$ cat src/sv/mtpq_pkg.sv
// ----------------------------------------------------------------------------
// mtpq_pkg
// Shared types and codes for the multilevel timed priority queue: channel
// items, slot contents, cell commands and per-level status.
// ----------------------------------------------------------------------------
package mtpq_pkg;

	// Item kinds on the request channel.
	localparam logic KIND_INSERT = 1'b0;
	localparam logic KIND_SERVE  = 1'b1;

	// Result status codes.
	localparam logic [1:0] ST_INSERTED = 2'd0;
	localparam logic [1:0] ST_DROPPED  = 2'd1;
	localparam logic [1:0] ST_SERVED   = 2'd2;
	localparam logic [1:0] ST_EMPTY    = 2'd3;

	// Request item.
	typedef struct packed {
		logic        kind;
		logic [15:0] event_tag;
		logic [3:0]  level;
		logic [31:0] activation_time;
	} req_item_t;

	// Result item.
	typedef struct packed {
		logic [1:0]  status;
		logic [15:0] served_tag;
		logic [3:0]  served_level;
		logic [31:0] served_time;
	} rsp_item_t;

	// Contents of one queue slot.
	typedef struct packed {
		logic [15:0] tag;
		logic [31:0] act_time;
	} slot_t;

	// Command broadcast to every cell of a level.
	typedef enum logic [1:0] {
		OP_HOLD   = 2'd0,
		OP_INSERT = 2'd1,
		OP_SERVE  = 2'd2
	} cell_op_t;

	typedef struct packed {
		cell_op_t op;
		slot_t    item;
	} cell_ctrl_t;

	// Status that a level reports to the top level.
	typedef struct packed {
		logic  nonempty;
		logic  full;
		slot_t head;
	} lvl_stat_t;

endpackage

$ cat src/sv/mtpq_cell.sv
// ----------------------------------------------------------------------------
// mtpq_cell
// One slot of a sorted level. On an insert the cell keeps its entry if it
// is earlier than the new time, otherwise it takes the new entry or the entry
// of its left neighbor. On a serve it takes its right neighbor's entry (the last cell keeps its own).
// ----------------------------------------------------------------------------
module mtpq_cell (
	input  logic                clk,
	input  mtpq_pkg::cell_ctrl_t ctrl,
	input  logic                occupied,
	input  logic                left_lt,
	input  mtpq_pkg::slot_t     left_slot,
	input  mtpq_pkg::slot_t     right_slot,
	output logic                lt,
	output mtpq_pkg::slot_t     slot
);
	import mtpq_pkg::*;

	slot_t slot_q;
	slot_t slot_d;

	// An occupied entry strictly earlier than the new time stays in place.
	assign lt   = occupied && (slot_q.act_time < ctrl.item.act_time);
	assign slot = slot_q;

	// Next slot contents.
	always_comb begin
		slot_d = slot_q;
		case (ctrl.op)
			OP_INSERT: begin
				if (!lt) begin
					slot_d = left_lt ? ctrl.item : left_slot;
				end
			end
			OP_SERVE: begin
				slot_d = right_slot;
			end
			default: begin
				slot_d = slot_q;
			end
		endcase
	end

	always_ff @(posedge clk) begin
		slot_q <= slot_d;
	end

endmodule

$ cat src/sv/mtpq_level.sv
// ----------------------------------------------------------------------------
// mtpq_level
// One priority level: a row of cells kept sorted by ascending activation
// time, plus the fill count that marks which cells hold entries.
// ----------------------------------------------------------------------------
module mtpq_level #(
	parameter int DEPTH = 16
) (
	input  logic                 clk,
	input  logic                 arst_n,
	input  mtpq_pkg::cell_ctrl_t ctrl,
	output mtpq_pkg::lvl_stat_t  stat
);
	import mtpq_pkg::*;

	localparam int FILL_W = $clog2(DEPTH + 1);

	logic [FILL_W-1:0] fill_q;
	logic [DEPTH-1:0]  occ;
	logic [DEPTH-1:0]  lt;
	slot_t             slots [DEPTH];

	// Cells below the fill count hold entries.
	always_comb begin
		for (int i = 0; i < DEPTH; i++) begin
			occ[i] = (FILL_W'(i) < fill_q);
		end
	end

	// Row of cells; each sees its neighbors' entries and compare results.
	for (genvar g = 0; g < DEPTH; g++) begin : g_cell
		logic  left_lt;
		slot_t left_slot;
		slot_t right_slot;

		if (g == 0) begin : g_first
			assign left_lt   = 1'b1;
			assign left_slot = ctrl.item;
		end else begin : g_mid
			assign left_lt   = lt[g-1];
			assign left_slot = slots[g-1];
		end

		if (g == DEPTH - 1) begin : g_last
			assign right_slot = slots[g];
		end else begin : g_inner
			assign right_slot = slots[g+1];
		end

		mtpq_cell u_cell (
			.clk        (clk),
			.ctrl       (ctrl),
			.occupied   (occ[g]),
			.left_lt    (left_lt),
			.left_slot  (left_slot),
			.right_slot (right_slot),
			.lt         (lt[g]),
			.slot       (slots[g])
		);
	end

	// Fill count follows inserts and serves.
	always_ff @(posedge clk or negedge arst_n) begin
		if (!arst_n) begin
			fill_q <= '0;
		end else begin
			case (ctrl.op)
				OP_INSERT: fill_q <= fill_q + 1'b1;
				OP_SERVE:  fill_q <= fill_q - 1'b1;
				default:   fill_q <= fill_q;
			endcase
		end
	end

	assign stat.nonempty = (fill_q != '0);
	assign stat.full     = (fill_q == FILL_W'(DEPTH));
	assign stat.head     = slots[0];

endmodule

$ cat config.mk
export PLATFORM = sky130hd
export DESIGN_NAME = mtpq_level
export DESIGN_NICKNAME = d
export VERILOG_FILES = /design/src/sv/mtpq_pkg.sv /design/src/sv/mtpq_cell.sv /design/src/sv/mtpq_level.sv
export SDC_FILE = /design/constraint.sdc
export NUM_CORES = 2
export LEC_CHECK = 0
export BUFFER_PORTS_ARGS = -buffer_cell sky130_fd_sc_hd__buf_4
export CAP_MARGIN = 20
export CORE_ASPECT_RATIO = 1.75
export CORE_UTILIZATION = 40
export DETAILED_ROUTE_END_ITERATION = 10
export PLACE_DENSITY = 0.55
export SYNTH_ARGS = -nofsm -noshare
export SYNTH_HDL_FRONTEND = slang
export SYNTH_SLANG_ARGS = --single-unit
$ cat constraint.sdc
create_clock -name clk -period 6.7 [get_ports clk]
set_input_delay 1.005 -clock clk [delete_from_list [all_inputs] [get_ports clk]]
set_output_delay 1.005 -clock clk [all_outputs]
set_load 0.005 [all_outputs]
==> summary.txt <==
Number of buffers created by CTS: 81
Core footprint: 125700 um^2
IO buf count: 101
Cells after Synth: 4659
Critical Path AT: 5.24 ns
Max Fclk: 0.2044 GHz
Ys Warns: 0
Max-cap violations: 0
Clk_lat worst skew: 0.70 ns
Power Total: 19.52 mW
Setup repair bufs after CTS: 0
Cell variety after synth: 69
Seq cells post-synth: 773
Crit path kind: input pin to flop
Setup TNS: 0 ns
Worst vdd ir: 0.2219 mV
PostCTS Resize Cnt: 0
DIE HEIGHT: 473.2 um
CTS tree: built
Worst Tran Pin Value: 1.188 ns
Adder-Cell Fraction of Synth Area: 12.38%
# DRC: 0
Final wirelength: 181.4 mm
# rows: 172
Most common cell after layout, fill and taps aside: edfxtp_1
Total GRT Usage: 27.90%
Slew Limit Fails: 0
DRT antenna net count: 0
Via density: 6.016
CTS Buffer Depth: 3
CP required: 7.05 ns
DRT iter0 DRCs: 3094
Startpoint Class: input pin
Wire per inst: 28.60 um
Number of hold violations in the final report: 0
First-pass GRT wire length: 264.4 mm
Non-Filler Instances: 6343
Worst slew margin relative to its limit: 20.70%
Pwr dens: 347.2 nW/um^2
RSZ-0062 raised after global routing: no
Min-Delay Path Class: input pin to async pin
Final min period: 4.891 ns
XOR/XNOR Fraction of Synth Area: 0.08629%
Total clock sinks: 773
Setup Skew: 0.03732 ns
Layout Nets: 5184
I/O Pins: 102
Syn_area_per_cell: 10.89 um^2
Leak: 21.93 nW
Hpwl dp: 123.2 mm
Status: finished clean
RePlAce Congestion: 0.9250
Clock transition at path regs: 0.07 ns
Most frequent cells in the layout: edfxtp_1, nand2_1, ha_1, mux2i_1, o21ai_0
Pre-Repair DR Iteration Count: 7
Post-Synth Simple-Gate Area: 10.90%
Vias in the first global route: 38290
Largest family of logic cells by synthesized area: multiplexers
Dpl cell area: 53650 um^2
Die W: 271.3 um
Crit-path max FO: 23
Layout area overhead: 10.81%
Tcrit/Tclk final: 73.00%
Design area: 56240 um^2
Post-Syn Area: 50750 um^2
Mux contribution to synthesized area: 15.99%
Largest net degree at the start of global routing: 211
Final number of setup-violating endpoints: 0
Die Area: 128400 um^2
Antenna violations before repair: 3
Mapped Nets: 5213
H-tree levels: 3
Sequential-to-total area share from yosys stat: 45.69%
Fill cell count: 11950
Synth async-reset ratio: 0.6468%
Synth Area in Compound Gates: 11.79%
Main synth FF type: edfxtp_1
Post-synth EDFFs: 768
Placed Instances: 6198
Initial Util: 40.38%
Worst setup margin: 1.809 ns
Clock Root Buffer: clkbuf_16
Via Count: 38160
Critical path capture point type: flop
Grt ovf: 0
Place WS: 1.103 ns
Layout cells sized above 1: 14.76%
CTS Hold Bufs: 0
-- per-layer routing --
layer / GRT usage (%) / up-vias / part of all wire (%)
met5: 0 / - / 0
met4: 17.94 / 0 / 7.0
met3: 3.318 / 401 / 4.8
met2: 48.66 / 1238 / 50
met1: 32.19 / 19020 / 38
li1: - / 17500 / -
-- final timing paths --
kind	cells past startpoint	slack [ns]	from	end
hold reg to reg	1	0.54	g_cell[15].u_cell.slot[46]	g_cell[14].u_cell.slot[46]
setup reg to reg	8	2.36	g_cell[8].u_cell.slot[13]	g_cell[8].u_cell.slot[36]
max in group asynchronous	1	6.49	arst_n	fill_q[2]
min in group clk	1	0.54	g_cell[15].u_cell.slot[46]	g_cell[14].u_cell.slot[46]
setup / recovery	11	1.81	ctrl[13]	g_cell[8].u_cell.slot[36]
hold / removal	1	0.11	arst_n	fill_q[1]
-- kinds of logic (layout without fill, tap and decap cells) --
kind of cell               after synthesis  after routing
muxes                                  769            769
other                                    0              3
buffers and inverters                  406            434
xor gates and xnor gates                 5              5
AOI/OAI and AO/OA                     1017           1017
adders and majority gates              502            502
DFF                                    773            773
and+or+nand+nor                       1187           1187
-- report_power, final --
group | switching, mW | total, mW | internal [mW] | leakage (nW)
Combinational | 4.29 | 7.14 | 2.85 | 13.2
Sequential | 0.907 | 7.73 | 6.82 | 7.46
Clock | 2.12 | 4.65 | 2.53 | 1.26
Total | 7.32 | 19.5 | 12.2 | 21.9
-- through the flow --
stage / hold WS, ns / util [%]
6_report: 0.1053 / 44.75
5_1_grt: 0.1023 / 44.75
4_1_cts: 0.06885 / 44.73
3_5_place_dp: 0.5352 / 42.69
3_3_place_gp: 0.5267 / 42.69
2_1_floorplan: 0.5086 / -
-- Yosys cell counts, drive strengths merged (70+ instances only) --
cell type,instances,area share (%)
o21ai,463,4.6
inv,92,0.68
mux2,336,7.5
nand2,640,4.7
nand3,124,1.2
nor2b,114,1.4
nor2,70,0.52
ha,502,12
edfxtp,768,45
mux2i,433,8.5
a21oi,238,2.3
clkbuf,263,1.9
-- critical path: stages --
cell and delay [ns]:
buf_4 0.21, inv_1 0.19, buf_4 0.24, ha_1 0.31, nand2_1 0.12, nor4_1 0.66
o2111ai_1 0.28, a311oi_1 0.80, nor3_2 0.19, a21oi_4 0.86, buf_12 0.33
-- final cells by class --
class,count,area (um^2),share of cell area (%)
diodes,3,7.507,0.01335
clock buffers,98,2153,3.829
clock inverters,42,419.2,0.7453
inverters,92,345.3,0.6140
multi-input cells,3480,26290,46.74
flip-flops and latches,773,23190,41.23
well taps,1653,2068,3.678
repair buffers,202,1773,3.153
-- sequential cells by signal, indices dropped and copies added (netlist names) --
signal / count
fill_q: 5
g_cell.u_cell.slot: 768
No activity file was read; power rests on OpenSTA's default activity.
